==> src/hw/rtl/rdcf_pkg.sv <==
// Shared types, constants and codes of the range-Doppler colormap formatter.
`timescale 1ns / 1ps
`default_nettype none

package rdcf_pkg;

  localparam int unsigned MAX_DOPPLER   = 256;
  localparam int unsigned MAX_RANGE     = 1024;
  localparam int unsigned COLOR_ENTRIES = 256;

  localparam int unsigned FUNC_W     = 2;
  localparam int unsigned PWR_W      = 16;
  localparam int unsigned IDX_W      = 8;
  localparam int unsigned RGB_W      = 24;
  localparam int unsigned ROW_W      = 10;
  localparam int unsigned COL_W      = 8;
  localparam int unsigned CHAN_W     = 8;
  localparam int unsigned GAIN_W     = 16;
  localparam int unsigned DIFF_W     = PWR_W + 2;
  localparam int unsigned CFG_IDX_W  = 3;
  localparam int unsigned CFG_DATA_W = 16;
  localparam int unsigned ND_REG_W   = 9;
  localparam int unsigned NR_REG_W   = 11;

  typedef enum logic [FUNC_W-1:0] {
    FUNC_TABLE_WR    = 2'd0,
    FUNC_SAMPLE      = 2'd1,
    FUNC_FRAME_START = 2'd2
  } func_e;

  typedef enum logic [CFG_IDX_W-1:0] {
    CFG_NUM_DOPPLER  = 3'd0,
    CFG_NUM_RANGE    = 3'd1,
    CFG_SCALE_OFFSET = 3'd2,
    CFG_REF_LEVEL    = 3'd3,
    CFG_COLOR_GAIN   = 3'd4,
    CFG_PEAK_OVERLAY = 3'd5
  } cfg_idx_e;

  typedef struct packed {
    logic [FUNC_W-1:0]       func;
    logic signed [PWR_W-1:0] power_db;
    logic [IDX_W-1:0]        table_index;
    logic [RGB_W-1:0]        table_rgb;
    logic [ROW_W-1:0]        peak_range;
    logic [COL_W-1:0]        peak_doppler;
  } in_word_t;

  typedef struct packed {
    logic              image_kind;
    logic [ROW_W-1:0]  row;
    logic [COL_W-1:0]  column;
    logic [CHAN_W-1:0] blue;
    logic [CHAN_W-1:0] green;
    logic [CHAN_W-1:0] red;
    logic              last_of_run;
    logic              frame_done;
  } out_word_t;

  typedef struct packed {
    logic [CFG_IDX_W-1:0]  index;
    logic [CFG_DATA_W-1:0] value;
  } cfg_word_t;

  typedef struct packed {
    logic [ROW_W-1:0] row;
    logic [COL_W-1:0] column;
    logic             dti;
    logic             overlay;
    logic             frame_done;
  } pix_meta_t;

endpackage

`default_nettype wire

==> src/hw/rtl/rdcf_seq.sv <==
// Frame sequencer: range and Doppler counters, shifted column and DTI flags.
`timescale 1ns / 1ps
`default_nettype none

module rdcf_seq #(
  parameter int unsigned DW = 9,
  parameter int unsigned RW = 11
) (
  input  logic                       clk_i,
  input  logic                       rst_ni,
  input  logic                       smp_fire_i,
  input  logic                       frs_fire_i,
  input  logic [rdcf_pkg::ROW_W-1:0] peak_range_i,
  input  logic [rdcf_pkg::COL_W-1:0] peak_doppler_i,
  input  logic [DW-1:0]              nd_i,
  input  logic [RW-1:0]              nr_i,
  input  logic [DW-1:0]              half_i,
  input  logic                       overlay_en_i,
  input  logic                       mod_done_i,
  input  logic [DW-1:0]              dmod_i,
  input  logic [DW-1:0]              pmod_i,
  output rdcf_pkg::pix_meta_t        meta_o,
  output logic [DW-1:0]              dc_o,
  output logic [rdcf_pkg::COL_W-1:0] pd_o
);
  localparam int unsigned PW  = (RW > rdcf_pkg::ROW_W) ? RW : rdcf_pkg::ROW_W;
  localparam int unsigned CXW = ((DW + 1) > rdcf_pkg::COL_W) ? (DW + 1) : rdcf_pkg::COL_W;

  logic [RW-1:0]              rc_q;
  logic [DW-1:0]              dc_q;
  logic [rdcf_pkg::ROW_W-1:0] pr_q;
  logic [rdcf_pkg::COL_W-1:0] pd_q;
  logic [DW-1:0]              dmod_q;
  logic [DW-1:0]              pmod_q;

  logic [DW:0]    col_sum;
  logic [DW:0]    col_red;
  logic [CXW-1:0] col_x;
  logic [PW-1:0]  row_x;
  logic [RW-1:0]  rc_inc;
  logic [DW-1:0]  dc_inc;
  logic           rc_wrap;
  logic           dc_wrap;

  always_comb begin
    col_sum = {1'b0, dmod_q} + {1'b0, half_i};
    col_red = (col_sum >= {1'b0, nd_i}) ? (col_sum - {1'b0, nd_i}) : col_sum;
    col_x   = CXW'(col_red);
    row_x   = PW'(rc_q);
    rc_inc  = rc_q + RW'(1);
    dc_inc  = dc_q + DW'(1);
    rc_wrap = (rc_inc >= nr_i);
    dc_wrap = (dc_inc >= nd_i);

    meta_o.row        = row_x[rdcf_pkg::ROW_W-1:0];
    meta_o.column     = col_x[rdcf_pkg::COL_W-1:0];
    meta_o.dti        = (row_x == PW'(pr_q));
    // shifted columns match exactly when the reduced bins match
    meta_o.overlay    = overlay_en_i && (dmod_q == pmod_q);
    meta_o.frame_done = rc_wrap && dc_wrap;
  end

  always_ff @(posedge clk_i or negedge rst_ni) begin
    if (!rst_ni) begin
      rc_q   <= '0;
      dc_q   <= '0;
      pr_q   <= '0;
      pd_q   <= '0;
      dmod_q <= '0;
      pmod_q <= '0;
    end else if (frs_fire_i) begin
      rc_q   <= '0;
      dc_q   <= '0;
      pr_q   <= peak_range_i;
      pd_q   <= peak_doppler_i;
      dmod_q <= '0;
    end else if (smp_fire_i) begin
      if (rc_wrap) begin
        rc_q <= '0;
        if (dc_wrap) begin
          dc_q   <= '0;
          dmod_q <= '0;
        end else begin
          dc_q   <= dc_inc;
          dmod_q <= dc_inc;
        end
      end else begin
        rc_q <= rc_inc;
      end
    end else if (mod_done_i) begin
      dmod_q <= dmod_i;
      pmod_q <= pmod_i;
    end
  end

  assign dc_o = dc_q;
  assign pd_o = pd_q;

`ifndef SYNTHESIS
  a_seq_frame_start: assert property (@(posedge clk_i) disable iff (!rst_ni)
    frs_fire_i |=> (rc_q == '0) && (dc_q == '0))
    else $error("counters not cleared by frame start");

  a_seq_reduced: assert property (@(posedge clk_i) disable iff (!rst_ni)
    mod_done_i |=> (dmod_q < nd_i) && (pmod_q < nd_i))
    else $error("reduced bin not below Doppler count");
`endif

endmodule

`default_nettype wire

==> config.mk <==
export PLATFORM = sky130hd
export DESIGN_NAME = rdcf_seq
export DESIGN_NICKNAME = d
export VERILOG_FILES = /design/src/hw/rtl/rdcf_pkg.sv /design/src/hw/rtl/rdcf_seq.sv
export SDC_FILE = /design/constraint.sdc
export NUM_CORES = 1
export LEC_CHECK = 0
export ABC_CLOCK_PERIOD_IN_PS = 5500
export BUFFER_PORTS_ARGS = -buffer_cell sky130_fd_sc_hd__buf_2
export CORE_UTILIZATION = 54
export DETAILED_ROUTE_END_ITERATION = 10
export PLACE_DENSITY = 0.9
export SYNTH_ARGS = -nofsm -noshare
export SYNTH_HDL_FRONTEND = slang
export SYNTH_SLANG_ARGS = --single-unit
export TNS_END_PERCENT = 10
==> constraint.sdc <==
create_clock -name clk_i -period 5.5 [get_ports clk_i]
set_clock_uncertainty 0.2 [all_clocks]
set_input_delay 1.1 -clock clk_i [delete_from_list [all_inputs] [get_ports clk_i]]
set_output_delay 1.1 -clock clk_i [all_outputs]
set_load 0.005 [all_outputs]
### Word level (Yosys, flattened, before mapping)

Cells that the tools add are included.

* $add $sub $neg: 4
* order comparisons: 3
* eq/ne operators: 3
* multiplexer cells: 11
* bitwise logic cells: 2
* reductions and logical operators: 8

Operators with widths (number)
* 2-to-1 mux 9 bit: 7
* 2-to-1 mux 11 bit: 3
* adder 11 x 1 -> 11 bit, second input constant: 1
* == test 11 x 10 -> 1 bit: 1
* >= comparator 11 bit: 1
* adder 9 x 9 -> 10 bit: 1
* >= comparator 10 x 9 -> 1 bit: 1
* adder 9 x 1 -> 9 bit, second input constant: 1
* == test 9 bit: 1
* >= comparator 9 bit: 1
* 2-to-1 mux 8 bit: 1
* subtractor 8 bit: 1
* AND reduction 2 bit: 2
* nonzero test 2 bit: 2
* != test 3 x 1 -> 1 bit, second input constant: 1
* AND reduction 3 bit: 1
* nonzero test 3 bit: 1
* logical AND 1 bit: 2
* NOT 1 bit: 2

* register bits after elaboration: 56
* output and inout bits: 38
* word-level logic and storage cells: 37

### Logic depth before layout (Yosys ltp)

* word-level depth: 6
* mapped depth: 15

### Worst setup path before layout

No wires, ideal clock.

* path type: input to output
* start: input port half_i[0]
* end: output port meta_o[4] (netlist name)
* arrival time: 3.840 ns
* setup slack: 0.360 ns
* stages on the path: 15
* path buffers: 1
* cells stage by stage: ha_1 fa_1 a21o_1 a21oi_1 o21ai_1 nor2_1 xnor2_1 ha_1 nand4_1 nor2_1 a2111oi_4 o21ai_2 a21o_1 buf_6 mux2_4

RTL lines
* start, declared: RTL line rdcf_seq.sv:17 `input logic [DW-1:0] half_i,`
* end, declared: RTL line rdcf_seq.sv:22 `output rdcf_pkg::pix_meta_t meta_o,`

==> results by group <==
Run status
  – Status: completed

Floorplanning
  – Die Area: between 8000 and 9000 µm²
  – Core Area: 7370 µm²
  – Die Ht: ~90 µm
  – Io pins: ~110
  – Starting Density: between 50% and 60%
  – Row Count: 31
  – Die W: ~90 µm

Detailed routing
  – Drt wl/cell: 16.6 µm
  – DR iter-0 viols: approximately 170
  – DRC viols: 0
  – Router iterations before antenna repair: 5
  – Vias: 3,687
  – Final wirelength: around 10 mm
  – Average via count per standard cell: 5.83
  – ANT nets after route: 0

Logic synthesis
  – Syn Std Cell Area: roughly 4200 µm²
  – Register area share after synthesis: 33.4%
  – Synth Register Bits: 56
  – Largest family of logic cells by synthesized area: compound AO/OA/AOI/OAI gates
  – Post-Synth Adder-Cell Area: roughly an eighth
  – Syn Area/Cell: a little under 10 µm²
  – Post-synthesis mux area share: between 10% and 20%
  – Syn nets: approximately 550
  – Compound-gate portion of the synthesized area: 14.5%
  – Cell count after synthesis: around 430
  – Xor/xnor share of the synthesized area: 9.41%
  – Synth unique cells: 53
  – Synth Warn #: 0
  – Post-Synth Simple-Gate Area: between 10% and 20%

STA
  – RSZ-0062 raised after global routing: true
  – Final setup TNS: 0 ns
  – Slew headroom: between 40% and 50%
  – Final Max Slew Viols: 0
  – Fin crit share: ~100%
  – Fin. Hold Viols: 0
  – Peak Freq: approximately 0.18 GHz
  – Minimum clock period: 5.48 ns
  – Final Setup Violations: 0
  – Worst Tran Pin Value: roughly 0.8 ns

Clocking
  – CTS tree: built
  – CTS clk-pin slew, worst paths: 0.10 ns
  – Worst-Skew Late Latency: 0.31 ns
  – Clock sinks: 56
  – TritonCTS Buffers: 5
  – Clock Path Buffers: 2
  – Root Buffer Master: clkbuf_8
  – CTS HTree Levels: 2

Global routing
  – Total track usage: between 20% and 30%
  – First-pass GRT wire length: about 17 mm
  – Vias in the first global route: 3,638
  – Congestion Overflow GR: 0
  – Largest net degree at the start of global routing: 57
  – Initial antenna violation count: 0

Layout
  – Nets@finish: ~650
  – Share of cells above drive strength 1: roughly a third
  – Antenna diodes: 0
  – Core Util, Final: 67.4%
  – Area grow syn2layout: 18.6%
  – Fillers: roughly 560
  – Storage element area: 1400 µm²
  – Area occupied by multi-input gates: around 2600 µm²

Critical path
  – Critical path, cell by cell: buf_2 -> ha_1 -> a21oi_1 -> inv_1 -> a21oi_1 -> xnor2_1 -> ha_1 -> o21ai_0 -> o21ai_2 -> a2111oi_4 -> o21ai_2 -> a21o_4 -> buf_4 -> mux2i_1 -> buf_2
  – Origin of the worst setup path: half_i[1]
  – R2R Path Start: rc_q[0]
  – Critical path class: primary input to output pin
  – CP max FO: 7
  – Critical path required time: 4.20 ns
  – Critical path's largest stage delay: ~0.37 ns
  – Crit-path slowest cell: a2111oi_4
  – R2R setup slack: about 1.7 ns
  – CP Capture Type: output pin
  – Critical Path AT: ~4.2 ns
  – Worst Setup Start Kind: primary input

Pwr
  – Worst vdd ir: 0.188 mV
  – Pleak: 2.57 nW
  – Switching share of total power: about 33%
  – Int Power: a little over 900 µW
  – Clock power share: 20.5%
  – Sequential cell fraction of total power: between 30 and 40%
  – Pwr Density: around 270 nW/µm²
  – Final Power: around 1.4 mW
  – Switch Pwr: approximately 450 µW
  – Combinational fraction of design power: a little over two fifths

Placed design
  – Post-DP HPWL: approximately 8.0 mm
  – Gpl congestion: 0.998
  – IO buf count: between 100 and 150

Job
  – Max Cap Violations: 0

Worst hold path
  – HP Start: pd_o[6]
  – Hold WC Path Type: flip-flop to flip-flop
## cell type report
cell class / instances / area share [%]
Clock buffer: 5 / 1.39
Timing Repair Buffer: 116 / 12.7
Tap cell: 99 / 2.49
Inverter: 30 / 2.27
Sequential cell: 56 / 28.2
Clock inverter: 3 / 0.932
Multi-Input combinational cell: 323 / 52.0
## cells in the final DEF, fill, tap and decap left out, types with 8 or more instances in the layout
| cell | Yosys | routed |
|---|---|---|
| ha_1 | 40 | 39 |
| inv_1 | 30 | 30 |
| xor2_1 | 20 | 20 |
| a21oi_1 | 23 | 22 |
| mux2_2 | 27 | 27 |
| buf_2 | 1 | 103 |
| xnor2_1 | 25 | 24 |
| dfrtp_1 | 56 | 56 |
| buf_4 | 10 | 8 |
| nand2_1 | 20 | 20 |
| nor2_1 | 34 | 33 |
| nand3_1 | 14 | 14 |
## critical path: cells and delay by family
kind / cells / cell delay, ns
xor gates and xnor gates: 1 / 0.19
muxes: 1 / 0.17
adders and majority gates: 2 / 0.61
buffers and inverters: 4 / 0.51
AOI/OAI and AO/OA: 7 / 1.58
## cell usage after synthesis (all sizes together)
cell type	number	area share, %
dfrtp	56	33
ha	40	12
mux2	36	10
nor2	35	3.2
inv	30	2.7
xnor2	25	5.2
a21oi	23	2.7
nand2	20	1.8
xor2	20	4.2
nand3	14	1.7
buf	12	2.2
o21ai	12	1.6
clkbuf	11	0.99
a31oi	8	1.3
nor3	8	1.1
a22o	7	1.5
a22oi	7	1.3
nand4	7	1.0
o21a	7	1.3
a21o	6	1.1
and3	5	0.75
nor4	5	0.75
a211oi	4	0.84
nor2b	4	0.60
and2	3	0.48
mux2i	3	0.72
nand2b	3	0.45
or2	3	0.45
a2bb2oi	2	0.42
fa	2	0.96
o211ai	2	0.36
o22ai	2	0.30
a2111oi	1	0.66
a21bo	1	0.24
nand3b	1	0.18
nor3b	1	0.18
nor4bb	1	0.24
o221ai	1	0.21
o22a	1	0.21
o31a	1	0.21
o31ai	1	0.30
or3	1	0.15
## worst paths after layout
path                       cells past startpoint   endpoint
setup / recovery                              15  meta_o[3]
max in group asynchronous                      2    dc_o[7]
hold / removal                                 1    pd_o[6]
min in group asynchronous                      2    pr_q[5]
setup reg to reg                              13    dc_o[3]
hold reg to reg                                1    pd_o[6]
## stage by stage
step	instances	hold slack [ns]	cell area [µm²]	setup slack, ns
floorplan	432	0.301	4190	0.360
global placement	621	0.287	4760	0.0140
detailed placement	621	0.298	4760	-0.145
CTS	629	0.329	4890	0.0104
global route	632	0.347	4970	-0.135
finish	632	0.325	4970	0.0222
## power groups by stage
stage	Sequential (mW)	Combinational [mW]	Clock, mW
global placement	0.494	0.503	0
global route	0.494	0.639	0.301
detailed placement	0.498	0.525	0
finish	0.490	0.590	0.278
floorplan	0.484	0.384	0
CTS	0.489	0.532	0.284
## layer usage
metal / share of wire, % / global-route usage, %
met1: 40 / 30.5
met2: 51 / 44.4
met3: 7.3 / 5.75
met4: 2.4 / 9.68
met5: 0 / 0
## state kept, by name (all words and copies together), names as in the netlist
register,flops
dc_o,9
rc_q,11
pd_o,8
dmod_q,9
pr_q,10
pmod_q,9
## cell families after synthesis
logic type,Yosys count
fa+ha+maj,42
flops,56
simple gates,111
compound gates,86
buf+inv,53
mux,39
xor+xnor,45
## repair_timing
action | in CTS | in global routing
buffers inserted | 0 | 3
gates resized for setup | 3 | 11
hold buffers | 0 | 0
setup endpoints to repair | 6 | 8
pin swaps | 0 | 10
(Power assumes the default switching activity.)
