## src/hw/rtl/rdcf_pkg.sv

```systemverilog
// Shared types, constants and codes of the range-Doppler colormap formatter.
`timescale 1ns / 1ps
`default_nettype none

package rdcf_pkg;

  localparam int unsigned MAX_DOPPLER   = 256;
  localparam int unsigned MAX_RANGE     = 1024;
  localparam int unsigned COLOR_ENTRIES = 256;

  localparam int unsigned FUNC_W     = 2;
  localparam int unsigned PWR_W      = 16;
  localparam int unsigned IDX_W      = 8;
  localparam int unsigned RGB_W      = 24;
  localparam int unsigned ROW_W      = 10;
  localparam int unsigned COL_W      = 8;
  localparam int unsigned CHAN_W     = 8;
  localparam int unsigned GAIN_W     = 16;
  localparam int unsigned DIFF_W     = PWR_W + 2;
  localparam int unsigned CFG_IDX_W  = 3;
  localparam int unsigned CFG_DATA_W = 16;
  localparam int unsigned ND_REG_W   = 9;
  localparam int unsigned NR_REG_W   = 11;

  typedef enum logic [FUNC_W-1:0] {
    FUNC_TABLE_WR    = 2'd0,
    FUNC_SAMPLE      = 2'd1,
    FUNC_FRAME_START = 2'd2
  } func_e;

  typedef enum logic [CFG_IDX_W-1:0] {
    CFG_NUM_DOPPLER  = 3'd0,
    CFG_NUM_RANGE    = 3'd1,
    CFG_SCALE_OFFSET = 3'd2,
    CFG_REF_LEVEL    = 3'd3,
    CFG_COLOR_GAIN   = 3'd4,
    CFG_PEAK_OVERLAY = 3'd5
  } cfg_idx_e;

  typedef struct packed {
    logic [FUNC_W-1:0]       func;
    logic signed [PWR_W-1:0] power_db;
    logic [IDX_W-1:0]        table_index;
    logic [RGB_W-1:0]        table_rgb;
    logic [ROW_W-1:0]        peak_range;
    logic [COL_W-1:0]        peak_doppler;
  } in_word_t;

  typedef struct packed {
    logic              image_kind;
    logic [ROW_W-1:0]  row;
    logic [COL_W-1:0]  column;
    logic [CHAN_W-1:0] blue;
    logic [CHAN_W-1:0] green;
    logic [CHAN_W-1:0] red;
    logic              last_of_run;
    logic              frame_done;
  } out_word_t;

  typedef struct packed {
    logic [CFG_IDX_W-1:0]  index;
    logic [CFG_DATA_W-1:0] value;
  } cfg_word_t;

  typedef struct packed {
    logic [ROW_W-1:0] row;
    logic [COL_W-1:0] column;
    logic             dti;
    logic             overlay;
    logic             frame_done;
  } pix_meta_t;

endpackage

`default_nettype wire

```

## src/hw/rtl/rdcf_mod.sv

```systemverilog
// Iterative remainder unit: Doppler counter and peak bin modulo the Doppler count.
`timescale 1ns / 1ps
`default_nettype none

module rdcf_mod #(
  parameter int unsigned DW = 9
) (
  input  logic          clk_i,
  input  logic          rst_ni,
  input  logic          start_i,
  input  logic [DW-1:0] nd_i,
  input  logic [DW-1:0] dc_i,
  input  logic [rdcf_pkg::COL_W-1:0] pd_i,
  output logic          busy_o,
  output logic          done_o,
  output logic [DW-1:0] dmod_o,
  output logic [DW-1:0] pmod_o
);
  localparam int unsigned OW  = (DW > rdcf_pkg::COL_W) ? DW : rdcf_pkg::COL_W;
  localparam int unsigned SW  = OW + DW;
  localparam int unsigned CNW = $clog2(OW);

  logic           busy_q;
  logic [CNW-1:0] cnt_q;
  logic [SW-1:0]  ra_q, ra_d;
  logic [SW-1:0]  rb_q, rb_d;
  logic [SW-1:0]  div_q;

  always_comb begin
    ra_d = ra_q;
    rb_d = rb_q;
    if (ra_q >= div_q) begin
      ra_d = ra_q - div_q;
    end
    if (rb_q >= div_q) begin
      rb_d = rb_q - div_q;
    end
  end

  always_ff @(posedge clk_i or negedge rst_ni) begin
    if (!rst_ni) begin
      busy_q <= 1'b0;
      cnt_q  <= '0;
    end else if (start_i) begin
      busy_q <= 1'b1;
      cnt_q  <= CNW'(OW - 1);
    end else if (busy_q) begin
      cnt_q <= cnt_q - CNW'(1);
      if (cnt_q == '0) begin
        busy_q <= 1'b0;
      end
    end
  end

  // restoring remainder, one divisor multiple per cycle
  always_ff @(posedge clk_i) begin
    if (start_i) begin
      ra_q  <= SW'(dc_i);
      rb_q  <= SW'(pd_i);
      div_q <= SW'(nd_i) << (OW - 1);
    end else if (busy_q) begin
      ra_q  <= ra_d;
      rb_q  <= rb_d;
      div_q <= div_q >> 1;
    end
  end

  assign busy_o = busy_q;
  assign done_o = busy_q && (cnt_q == '0);
  assign dmod_o = ra_d[DW-1:0];
  assign pmod_o = rb_d[DW-1:0];

`ifndef SYNTHESIS
  a_mod_start_busy: assert property (@(posedge clk_i) disable iff (!rst_ni)
    start_i |=> busy_q)
    else $error("remainder unit not busy after start");
`endif

endmodule

`default_nettype wire

```

## config.mk

```make
export PLATFORM = sky130hd
export DESIGN_NAME = rdcf_mod
export DESIGN_NICKNAME = d
export VERILOG_FILES = /design/src/hw/rtl/rdcf_pkg.sv /design/src/hw/rtl/rdcf_mod.sv
export SDC_FILE = /design/constraint.sdc
export NUM_CORES = 1
export LEC_CHECK = 0
export BUFFER_PORTS_ARGS = -buffer_cell sky130_fd_sc_hd__buf_2
export CORE_MARGIN = 5
export CORE_UTILIZATION = 25
export CTS_CLUSTER_DIAMETER = 150
export DETAILED_ROUTE_END_ITERATION = 10
export HOLD_SLACK_MARGIN = 0.05
export PLACE_DENSITY_LB_ADDON = 0.12
export SYNTH_ARGS = -nofsm -noshare
export SYNTH_HDL_FRONTEND = slang
export SYNTH_SLANG_ARGS = --single-unit
```

## constraint.sdc

```tcl
create_clock -name clk_i -period 2.7 [get_ports clk_i]
set_input_delay 0.27 -clock clk_i [delete_from_list [all_inputs] [get_ports clk_i]]
set_output_delay 0.27 -clock clk_i [all_outputs]
set_load 0.01 [all_outputs]
```

# --- Word level (Yosys, flattened, before mapping) ---
# Cells that the tools add are included.
totals:
  reg_bits: 58
  in_bits: 29
  output_inout_bits: 20
  wordCells: 32
classes:
  addsub: 3
  order_cmp: 2
  muxes: 13
  n_reduce_logical: 5
op_table:
  columns: ["op", "count"]
  rows:
  - [">= comparator 18 x 17 -> 1 bit", 2]
  - ["2-to-1 mux 9 bit", 4]
  - ["subtractor 18 x 17 -> 18 bit", 2]
  - ["2-to-1 mux 17 bit", 2]
  - ["2-to-1 mux 8 bit", 2]
  - ["2-to-1 mux 4 bit", 2]
  - ["zero test 4 bit", 1]
  - ["AND reduction 2 bit", 2]
  - ["subtractor 4 x 1 -> 4 bit, second input constant", 1]
  - ["2-to-1 mux 1 bit", 3]
  - ["nonzero test 2 bit", 1]
  - ["logical AND 1 bit", 1]

# --- Longest topological paths before layout ---
# Gate-level depths: netlist of the first run.
logic_depth:
  ltp_word: 4
  ltp_mapped: 11
  depth_no_buf: 10

# --- Least setup slack after synthesis of the first run ---
# OpenSTA, ideal clock, no wires.
synth_path:
  path_kind: "reg2reg"
  startpoint: "register ra_q[0]"
  endpoint: "register ra_q[2] (data pin)"
  setup_ns: 0.260
  t_arrival_ns: 2.645
  required_ns: 2.440
  setup_slack_ns: -0.205
  stages_incl_launch_ff: 12
  n_path_buf: 1
  period_less_slack_ns: 2.905
  cell_sequence: "edfxtp_1 inv_1 ha_1 fa_1 nor2b_4 o31a_1 or3_4 a311oi_4 a21oi_2 buf_6 mux2_4 mux2_4"
synth_between:
  elab_chain_cells: 4
  elab_cells_between_ends: 5
  classes_between: "add/sub: 1; order compare: 1; mux: 3"
synth_lines:
  columns: ["element", "line_no", "rtl"]
  rows:
  - ["start: declaration", "rdcf_mod.sv:25", "logic [SW-1:0] ra_q, ra_d;"]
  - ["start signal: assignment", "rdcf_mod.sv:58", "ra_q <= SW'(dc_i);"]
  - ["start signal: assignment", "rdcf_mod.sv:62", "ra_q <= ra_d;"]
  - ["subtractor 18 x 17 -> 18 bit / >= comparator 18 x 17 -> 1 bit (equally long branches)", "rdcf_mod.sv:33, rdcf_mod.sv:32", null]
  - ["2-to-1 mux 9 bit (*)", "rdcf_mod.sv:32", "if (ra_q >= div_q) begin"]
  - ["named net dmod_o[2]", "rdcf_mod.sv:16", "output logic [DW-1:0] dmod_o,"]
  - ["2-to-1 mux 9 bit (*)", "rdcf_mod.sv:61", "end else if (busy_q) begin"]
  - ["2-to-1 mux 9 bit (*)", "rdcf_mod.sv:57", "if (start_i) begin"]
# Mark *: on every way through the listed nets, which the timed path passes. The rest lies on a longest branch. The select of a mux whose other input is x is not followed.
# A chain may end at the register's enable or synchronous reset.

# --- Worst setup path after layout of the first run ---
layout_path:
  startpoint: "register ra_q[0]"
  endpoint: "output dmod_o[3]"
layout_between:
  elab_chain_cells: 2
  elab_cells_between_ends: 3
  classes_between: "add/sub: 1; order compare: 1; mux: 1"
layout_lines:
  columns: ["element", "line_no"]
  rows:
  - ["subtractor 18 x 17 -> 18 bit / >= comparator 18 x 17 -> 1 bit (equally long branches)", "rdcf_mod.sv:33, rdcf_mod.sv:32"]
  - ["2-to-1 mux 9 bit (*)", "rdcf_mod.sv:32"]
  - ["end: declaration", "rdcf_mod.sv:16"]
# Every way passes the cells marked *; elsewhere a longest branch is shown, timed or not.

==> results of run 1 <==
## power groups by stage
| stage | combinational (uW) | sequential [uW] | clock, uW |
|---|---|---|---|
| 2_1_floorplan | 3440 | 1420 | 0 |
| 3_3_place_gp | 5590 | 1480 | 0 |
| 3_5_place_dp | 5590 | 1480 | 0 |
| 4_1_cts | 6140 | 1480 | 1090 |
| 5_1_grt | 7140 | 1520 | 1120 |
| 6_report | 6460 | 1480 | 1050 |
## metrics by stage
| step | hold WS [ps] | setup WS, ps | power [uW] | setup TNS [ps] |
|---|---|---|---|---|
| after global routing | 226 | -508 | 9780 | -8250 |
| after CTS | 208 | -420 | 8700 | -5540 |
| after floorplan | -25.6 | -194 | 4860 | -1270 |
| after global placement | 91.7 | -274 | 7070 | -5090 |
| final | 230 | -411 | 8990 | -5350 |
| after detailed placement | 93.8 | -355 | 7080 | -7010 |
## worst max-delay path, cell delays in order, from the launching register on
cell and delay, ps:
edfxtp_1 380, inv_1 70, ha_2 180, fa_2 230
nor2b_4 50, o31a_1 250, or3_4 370, a311oi_4 280
a21oi_4 110, buf_6 160, mux2_4 310, buf_6 120
## layer usage
metal	global-route usage [%]	up-vias	wire length (um)
met5	0	-	0
met4	4.20	0	195
met3	2.25	14	428
met2	21.6	62	5970
met1	18.8	1871	6630
li1	-	2082	-
## worst max path at each step
stage	endpoint	cells past startpoint
finish	dmod_o[3]	11
global placement	rb_q[6]$_DFFE_PP_	9
detailed placement	rb_q[3]$_DFFE_PP_	10
global route	dmod_o[3]	11
CTS	dmod_o[3]	11
floorplan	ra_q[2]$_DFFE_PP_	11
## cells by family (layout without fill, tap and decap cells)
logic type | Yosys count | count (layout) | synth area share (%)
adder cells (fa/ha/maj) | 38 | 38 | 11.2
XOR/XNOR | 23 | 23 | 4.60
flip-flops | 58 | 58 | 33.0
AO/OA/AOI/OAI | 133 | 133 | 20.5
multiplexers | 47 | 47 | 12.7
buffers and inverters | 42 | 220 | 3.77
AND/OR/NAND/NOR | 129 | 129 | 14.3
## cell type report
class                           instances  share of cell area (%)
Sequential cell                        58                    22.6
Timing Repair Buffer                  177                    20.1
Multi-Input combinational cell        370                    47.2
Inverter                               27                    1.58
Clock buffer                           13                    3.91
Clock inverter                          3                   0.235
Tap cell                              225                    4.40
## repair_timing
item	4_1_cts	5_1_grt
gates resized for setup	39	25
hold buffers	1	0
endpoints found under the hold margin	5	0
endpoints found under the setup margin	37	40
buffers inserted	9	6
pin swaps	5	4
## placed cells by master (no fill, tap or decap), drive strengths merged, types with 4 or more instances in the layout
| master | n |
|---|---|
| o21ai | 27 |
| ha | 36 |
| nor2b | 5 |
| a211oi | 9 |
| nand4 | 4 |
| o21a | 13 |
| xnor2 | 14 |
| xor2 | 9 |
| nor2 | 48 |
| inv | 27 |
| buf | 176 |
| and3 | 4 |
| clkbuf | 13 |
| nand2b | 4 |
| a21o | 11 |
| o31ai | 10 |
| edfxtp | 26 |
| a21oi | 31 |
| nand3 | 7 |
| and2 | 5 |
| dfxtp | 27 |
| mux2 | 31 |
| nand2 | 32 |
| a31oi | 5 |
| mux2i | 16 |
| nor3 | 4 |
| dfrtp | 5 |
## state kept, by name, summed over array words and instances, names as in the netlist
register  cells
cnt_q         4
rb_q         18
ra_q         18
busy_o        1
div_q        17
==> metrics.txt, run 1 <==
grt total ovfl=0; number of global-route vias before repair=4164; core area=0.0172 sq mm; yosys warns=0; # nets final=710; Worst R2R Setup Slack=-190 ps; # rows=48; Sink Count=58; DRT iter0 DRCs=245; design area=about 0.0064 sq mm; # IOs=49; Vias=roughly 4.0k; count leader, synth=nor2_1; drt drc=0; Final WS setup=-411 ps; Post-Syn Area=~0.0044 sq mm; Synth top cells by count=nor2_1, ha_1, nand2_1; failing checks=setup timing; Hold Path Depth=3; drt total wl=13200 um; dpl hpwl=~10000 um; wire length per cell=15.2 um; Min-Delay Endpoint=ra_q[0]$_DFFE_PP_; ANT cells=0; cells after synthesis=between 400 and 500; Mean Syn Cell Area=9.32 sq um; Leakage=0.00285 uW; Critical Path RT=2430 ps; actual slew at the worst max-slew pin=520 ps; Final min period=slightly above 3000 ps; final setup violation count=26; crit path DAT=2840 ps; sequential area share after synthesis=33.0%; final hold violations=0; Max rail drop VDD=around 0.00059 V; antenna violations before repair=0; Slew Viols, Final=0; final cell count without fillers=873; Sequential Area=about 0.0014 sq mm; share of the synthesized area in the top cell type=17.8%; overall routing resource usage=between 10% and 20%; slew margin rel.=65.3%; TritonCTS Buffers=9; final-layout fill cell count=1771; DR pass1 iterations=6; root buf cell=clkbuf_16; status=finished, violations left; H-tree levels=3; GPL Wtd Cong=between 0.8 and 0.9; #FFs+latches synth=58; first-pass GRT wire length=21700 um; CP max FO=6; reg-to-reg critical path endpoint=ra_q[3]$_DFFE_PP_; RSZ-0062 raised after global routing=true; Die X-Extent=142 um; area grow syn2layout=46.1%; CTS max path bufs=2; PD cells=~1400 mW/mm^2; port bufs=48; Post-synth EDFFs=26; area of the multi-input gates=approximately 0.003 sq mm; Die Y=142 um; Critical Path Source Type=register; Synth area leaders=edfxtp_1, dfxtp_1, ha_1; fmax=between 0.3 and 0.4 GHz; placed instance count=842; Clk network pwr share=11.6%; max_cap viols=0; layout cell share with drive strength beyond 1=40.9%; switch share=40.4%; die area=around 0.020 sq mm; placed cell area=0.00570 sq mm; Main synth FF type=dfxtp_1; final setup skew=slightly above 8 ps; DR vias/cell=4.62; Netlist cell types=60; TritonCTS clock tree=built; worst flop-to-flop path startpoint=ra_q[0]$_DFFE_PP_; Initial Utilization=25.4%; combinational power share=71.9%; Psw=3630 uW; sequential power share=16.5%; Tcrit/Tclk final=115%; Internal=5360 uW; critical path endpoint category=primary output; area leader, netlist=edfxtp_1; clock slew at reported path FFs=50 ps; Synth async-reset ratio=approximately 8.6%; net count after synthesis=about 540; largest net degree at the start of global routing=28; worst-case reg-to-reg path depth=11; Hold Crit Start=dc_i[0]; Worst Setup SP=ra_q[0]$_DFFE_PP_; Clock Latency Late Sink=330 ps; Core Util, Final=roughly 37%; Crit Path Class=register to primary output; Post-DRT Antenna Nets=0; worst hold path class=primary input to register
No activity file was read; power rests on OpenSTA's default activity.
==> run 2, diff against run 1 <==
--- a/config.mk
+++ b/config.mk
@@ -6,8 +6,8 @@
 export NUM_CORES = 1
 export LEC_CHECK = 0
 export BUFFER_PORTS_ARGS = -buffer_cell sky130_fd_sc_hd__buf_2
-export CORE_MARGIN = 5
-export CORE_UTILIZATION = 25
+export CORE_MARGIN = 3
+export CORE_UTILIZATION = 54
 export CTS_CLUSTER_DIAMETER = 150
 export DETAILED_ROUTE_END_ITERATION = 10
 export HOLD_SLACK_MARGIN = 0.05
==> run 2 against run 1 <==
  * The flow still finishes with violations (setup timing)
  * Wire length shrank 1.5%
  * Non-clock buffer count shrank 23
  * Worst setup slack lost 50 ps
  * Register-to-register slack lost 70 ps
  * Highest routed layer unchanged
  * Largest power group unchanged
==> metrics.txt, run 2 (synthesis gave the netlist of run 1 again) <==
worst hold path class=primary input to register; critical path endpoint category=primary output; Crit Path Class=register to primary output; Vias=4288 (+6.4%); pre-CTS setup slack=-379 ps (-24.1 ps); worst flop-to-flop path startpoint=ra_q[0]$_DFFE_PP_; ANT cells=0 (unchanged); Hold Crit Start=nd_i[7]; antenna violations before repair=0 (unchanged); TritonCTS Buffers=9 (unchanged); Critical Path Source Type=register; final cell count without fillers=729 (-16%); Slew Viols, Final=0 (unchanged); Clock Latency Late Sink=340 ps (about the same); Hold Path Depth=3 (unchanged); root buf cell=clkbuf_8; actual slew at the worst max-slew pin=553 ps (+32.7 ps); crit path DAT=2890 ps (+50 ps); CTS max path bufs=2 (unchanged); Die X-Extent=96.1 um (-33%); placed instance count=688 (-18%); layout cell share with drive strength beyond 1=41.3% (+0.41 points); wire length per cell=17.9 um (+18%); RSZ-0062 raised after global routing=true; Die Y=96.1 um (-33%); fmax=0.316 GHz (-1.6%); final setup skew=13.8 ps (+5.63 ps); core area=0.00781 sq mm (-55%); overall routing resource usage=27.7% (+14 points); final setup violation count=26 (unchanged); # rows=32 (-33%); drt total wl=13000 um (-1.5%); dpl hpwl=8530 um (-17%); Leakage=0.00277 uW (-2.8%); DR vias/cell=5.88 (+27%); drt drc=0 (unchanged); Min-Delay Endpoint=div_q[15]$_DFFE_PP_; Max rail drop VDD=0.000888 V (+51%); clock slew at reported path FFs=70 ps (+20 ps); setup TNS=-6290 ps (-942 ps); CP max FO=6 (unchanged); PD cells=1450 mW/mm^2 (+3.5%); Worst R2R Setup Slack=-260 ps (-70 ps); Final WS setup=-460 ps (-49.6 ps); # nets final=689 (-3.0%); Initial Utilization=56.1% (+31 points); # IOs=49 (unchanged); DRT iter0 DRCs=235 (-4.1%); GPL Wtd Cong=0.894 (+2.7%); port bufs=48 (unchanged); first-pass GRT wire length=19800 um (-9.0%); most frequent cells in the layout=buf_4, nor2_1, buf_2; Sink Count=58 (unchanged); failing checks=setup timing; area grow syn2layout=43.1%; H-tree levels=3 (unchanged); top flop regs=ra_q (18), rb_q (18), div_q (17); slew margin rel.=63.1% (-2.1 points); largest net degree at the start of global routing=48 (+71%); die area=0.00923 sq mm (-54%); reg-to-reg critical path endpoint=ra_q[8]$_DFFE_PP_; Power Total=9110 uW (+1.4%); Tcrit/Tclk final=117% (+1.8 points); final hold violations=0 (unchanged); grt total ovfl=0 (unchanged); worst-case reg-to-reg path depth=12 (+1); most common cell after layout, fill and taps aside=buf_4; TritonCTS clock tree=built; max_cap viols=0 (unchanged); final-layout fill cell count=480 (-73%); Critical Path RT=2430 ps (about the same); status=finished, violations left; number of global-route vias before repair=4281 (+2.8%); Post-DRT Antenna Nets=0 (unchanged); DR pass1 iterations=5 (-1); Final min period=3160 ps (+49.6 ps)
-- run 2: changes by cell type in the layout (fill, tap and decap cells not counted), sizes merged --
cell,before,now
buf,176,153
clkbuf,13,16
clkinv,3,0
a21oi,31,33
-- run 2: how the worst max path moves through the flow --
stage / start / endpoint / slack [ps] / depth (start not counted)
after floorplan: ra_q[0]$_DFFE_PP_ / ra_q[2]$_DFFE_PP_ / -190 / 11
after global placement: ra_q[0]$_DFFE_PP_ / ra_q[8]$_DFFE_PP_ / -290 / 10
final: ra_q[0]$_DFFE_PP_ / dmod_o[1] / -460 / 12
after global routing: ra_q[0]$_DFFE_PP_ / dmod_o[1] / -570 / 12
after detailed placement: ra_q[0]$_DFFE_PP_ / ra_q[8]$_DFFE_PP_ / -380 / 10
after CTS: ra_q[0]$_DFFE_PP_ / dmod_o[1] / -460 / 12
-- run 2: metal layers --
layer	track usage (%)	wire length [um]	share of wire (%)	vias to the layer above
met4	11.8	483	3.7	0
met5	0	0	0	-
met2	48.0	6500	50	163
met3	4.61	657	5.0	41
met1	33.6	5400	41	2036
li1	-	-	-	2048
-- run 2: through the flow --
stage          cell area [sq um]  hold WS [ps]  utilization, %
6_report                    6270           222            80.3
5_1_grt                     6270           218            80.3
4_1_cts                     5950           209            76.3
3_5_place_dp                5320          91.8            68.2
3_3_place_gp                5320          86.8            68.2
2_1_floorplan               4380         -25.6               -
-- run 2: power by group --
part | internal, uW | switching [uW]
combinational | 3600 | 3260
clock | 386 | 352
sequential | 1280 | 224
total | 5270 | 3840
-- run 2: layout make-up --
type                       instances  area, sq um  share of cell area [%]
multi-input combinational        372         3230                    51.5
sequential                        58         1450                    23.1
timing repair buffer             154         1190                    19.0
clock buffer                      16          170                    2.71
tap                              102          128                    2.04
inverter                          27          101                    1.62
-- run 2: worst max-delay path, cell delays in order, from the launching register on --
cell and delay, ps:
edfxtp_1 410, inv_2 90, ha_4 140, fa_2 230
nor2b_4 50, o31a_1 250, or3_4 360, a311oi_4 220
buf_6 160, a21oi_4 100, buf_6 170, mux2i_2 190
buf_2 170
-- run 2: repair_timing --
action / in CTS / in global routing
endpoints found under the hold margin: 5 / 0
gates resized for setup: 73 / 48
pin swaps: 12 / 21
buffers inserted: 9 / 15
cloned: 2 / 2
endpoints found under the setup margin: 44 / 41
hold buffers: 1 / 0
==> run 3, diff against run 2 <==
--- a/config.mk
+++ b/config.mk
@@ -6,6 +6,7 @@
 export NUM_CORES = 1
 export LEC_CHECK = 0
 export BUFFER_PORTS_ARGS = -buffer_cell sky130_fd_sc_hd__buf_2
+export CORE_ASPECT_RATIO = 0.7
 export CORE_MARGIN = 3
 export CORE_UTILIZATION = 54
 export CTS_CLUSTER_DIAMETER = 150
==> run 3 against run 2 <==
  * The flow still finishes with violations (setup timing)
  * Global-route usage is 3.6 points higher
  * Die area is 0.19% higher
  * First-iteration DRC count grew to 2.9 times the previous value
  * Maximum frequency is 1.4% lower
  * Critical path depth is 2 lower
  * Clock power is 59% higher
  * Sequential power hardly changed
  * Count of clock-buffer cells in the layout is 5 lower
  * Clock skew is 1.1 ps higher
  * Wire length is 16% higher
  * Register-to-register slack worse by 90 ps
  * Worst setup slack worse by 45 ps
==> metrics.txt, run 3 (synthesis gave the netlist of run 1 again) <==
status=finished, violations left; failing checks=setup timing; Crit-path slowest cell=edfxtp_1; Global Route met1 Usage=39.3% (+5.7 points); clock slew at reported path FFs=60 ps (about the same); critical path endpoint category=primary output; max_cap viols=0 (unchanged); Tcrit/Tclk final=119% (+1.7 points); Initial Utilization=57.8% (+1.7 points); RSZ-0062 raised after global routing=true; final setup violation count=33 (+27%); H-tree levels=3 (unchanged); Crit Path Class=register to primary output; grt total ovfl=0 (unchanged); antenna violations before repair=0 (unchanged); TritonCTS clock tree=built; Die X-Extent=114 um (+18%); DR vias/cell=6.27 (+6.5%); drt drc=0 (unchanged); met2 usage=53.9% (+5.9 points); crit path buf inv count=2 (-2); design area=0.00641 sq mm (+2.3%); overall routing resource usage=31.3% (+3.6 points); final-layout fill cell count=403 (-16%); Sink Count=58 (unchanged); first-pass GRT wire length=22400 um (+13%); wire length per cell=20.3 um (+13%); top flop regs=ra_q (18), rb_q (18), div_q (17); pre-CTS setup slack=-314 ps (+65.1 ps); DRT iter0 DRCs=679 (+190%); GPL Wtd Cong=0.877 (-1.9%); core area=0.00758 sq mm (-2.9%); crit path DAT=2940 ps (+50 ps); # rows=26 (-19%); layout cell share with drive strength beyond 1=42.2% (+0.89 points); area grow syn2layout=46.4%; port bufs=48 (unchanged); largest net degree at the start of global routing=48 (unchanged); CTS max path bufs=2 (unchanged); Critical Path RT=2430 ps (about the same); PD cells=1510 mW/mm^2 (+3.8%); slew margin rel.=51.7% (-11 points); setup TNS=-9210 ps (-2920 ps); Clock Latency Late Sink=340 ps (about the same); final hold violations=0 (unchanged); most frequent cells in the layout=buf_4, nor2_1, buf_2; Vias=4668 (+8.9%); Leakage=0.00291 uW (+5.3%); placed cell area=0.00547 sq mm (+2.7%); Core Util, Final=84.6% (+4.3 points); ANT cells=0 (unchanged); Max rail drop VDD=0.00111 V (+25%); Die Y=81.4 um (-15%); # IOs=49 (unchanged); Post-DRT Antenna Nets=0 (unchanged); Critical Path Source Type=register; drt total wl=15100 um (+16%); worst hold path class=primary input to register; most common cell after layout, fill and taps aside=buf_4; fmax=0.312 GHz (-1.4%); final setup skew=14.8 ps (+1.10 ps); number of global-route vias before repair=4411 (+3.0%); critical path cell sequence=inv_1, ha_2, fa_2, nor2b_4, o31a_1, or3_4, a311oi_4, a21oi_2, mux2_4, buf_2; die area=0.00925 sq mm (+0.19%); Top delay family on crit path=compound AO/OA/AOI/OAI gates; CP max FO=5 (-1); max incr delay on CP=400 ps (about the same); Final min period=3210 ps (+44.9 ps); dpl hpwl=9500 um (+11%); Slew Viols, Final=0 (unchanged); Final WS setup=-505 ps (-44.9 ps); # nets final=709 (+2.9%); root buf cell=clkbuf_16; busiest grt layer=met2; TritonCTS Buffers=9 (unchanged); actual slew at the worst max-slew pin=724 ps (+171 ps); met3 Resource Use GR=6.18% (+1.6 points); DR pass1 iterations=6 (+1)
[run 3: layer usage]
metal | share of wire, % | up-vias
met5 | 0 | -
met4 | 3.0 | 0
met3 | 9.4 | 66
met2 | 47 | 307
met1 | 40 | 2209
li1 | - | 2086
[run 3: final timing paths]
kind                                       start                    end  slack, ps  cells past startpoint
max                            ra_q[0]$_DFFE_PP_              dmod_o[7]       -510                     10
min                                      nd_i[6]    div_q[14]$_DFFE_PP_        210                      3
max reg2reg                    ra_q[0]$_DFFE_PP_      ra_q[3]$_DFFE_PP_       -350                     11
min reg2reg                ra_q[13]$_SDFFE_PP0P_  ra_q[13]$_SDFFE_PP0P_        500                      2
max in group asynchronous                 rst_ni       busy_o$_DFF_PN0_       2280                      2
min in group asynchronous                 rst_ni   cnt_q[0]$_DFFE_PN0P_        280                      2
[run 3: metrics by stage]
stage                     std cells  power, uW  hold slack [ps]
after floorplan                 470       4860            -25.6
after global placement          702       6630             88.4
after detailed placement        702       6840             94.4
after CTS                       729       8900              209
after global routing            745      10200              209
final                           745       9670              211
[run 3: area by class of cell]
cell class              instances  area, sq um  area share (%)
well taps                      98          123            1.91
inverters                      27          101            1.58
clock inverters                 5         52.6           0.819
flip-flops and latches         58         1450            22.6
multi-input cells             371         3120            48.6
clock buffers                  11          243            3.78
repair buffers                175         1330            20.7
[run 3: where the power goes]
part,switching [uW],total (uW),internal [uW]
Combinational,3420,6980,3550
Sequential,240,1530,1290
Clock,432,1170,737
[run 3: repair_timing]
action,in CTS,in global routing
gates resized for setup,65,29
hold buffers,1,0
endpoints found under the hold margin,5,0
pin swaps,8,11
gates cloned,1,2
setup buffers,9,16
endpoints found under the setup margin,37,41
[run 3: worst reg2reg max path, stage by stage, from the launching register on]
cell	delay (ps)
edfxtp_1	400
inv_1	80
ha_2	200
fa_2	250
nor2b_4	50
o31a_1	270
or3_4	360
a311oi_4	340
a21oi_4	150
mux2_4	340
buf_6	120
mux2_4	250
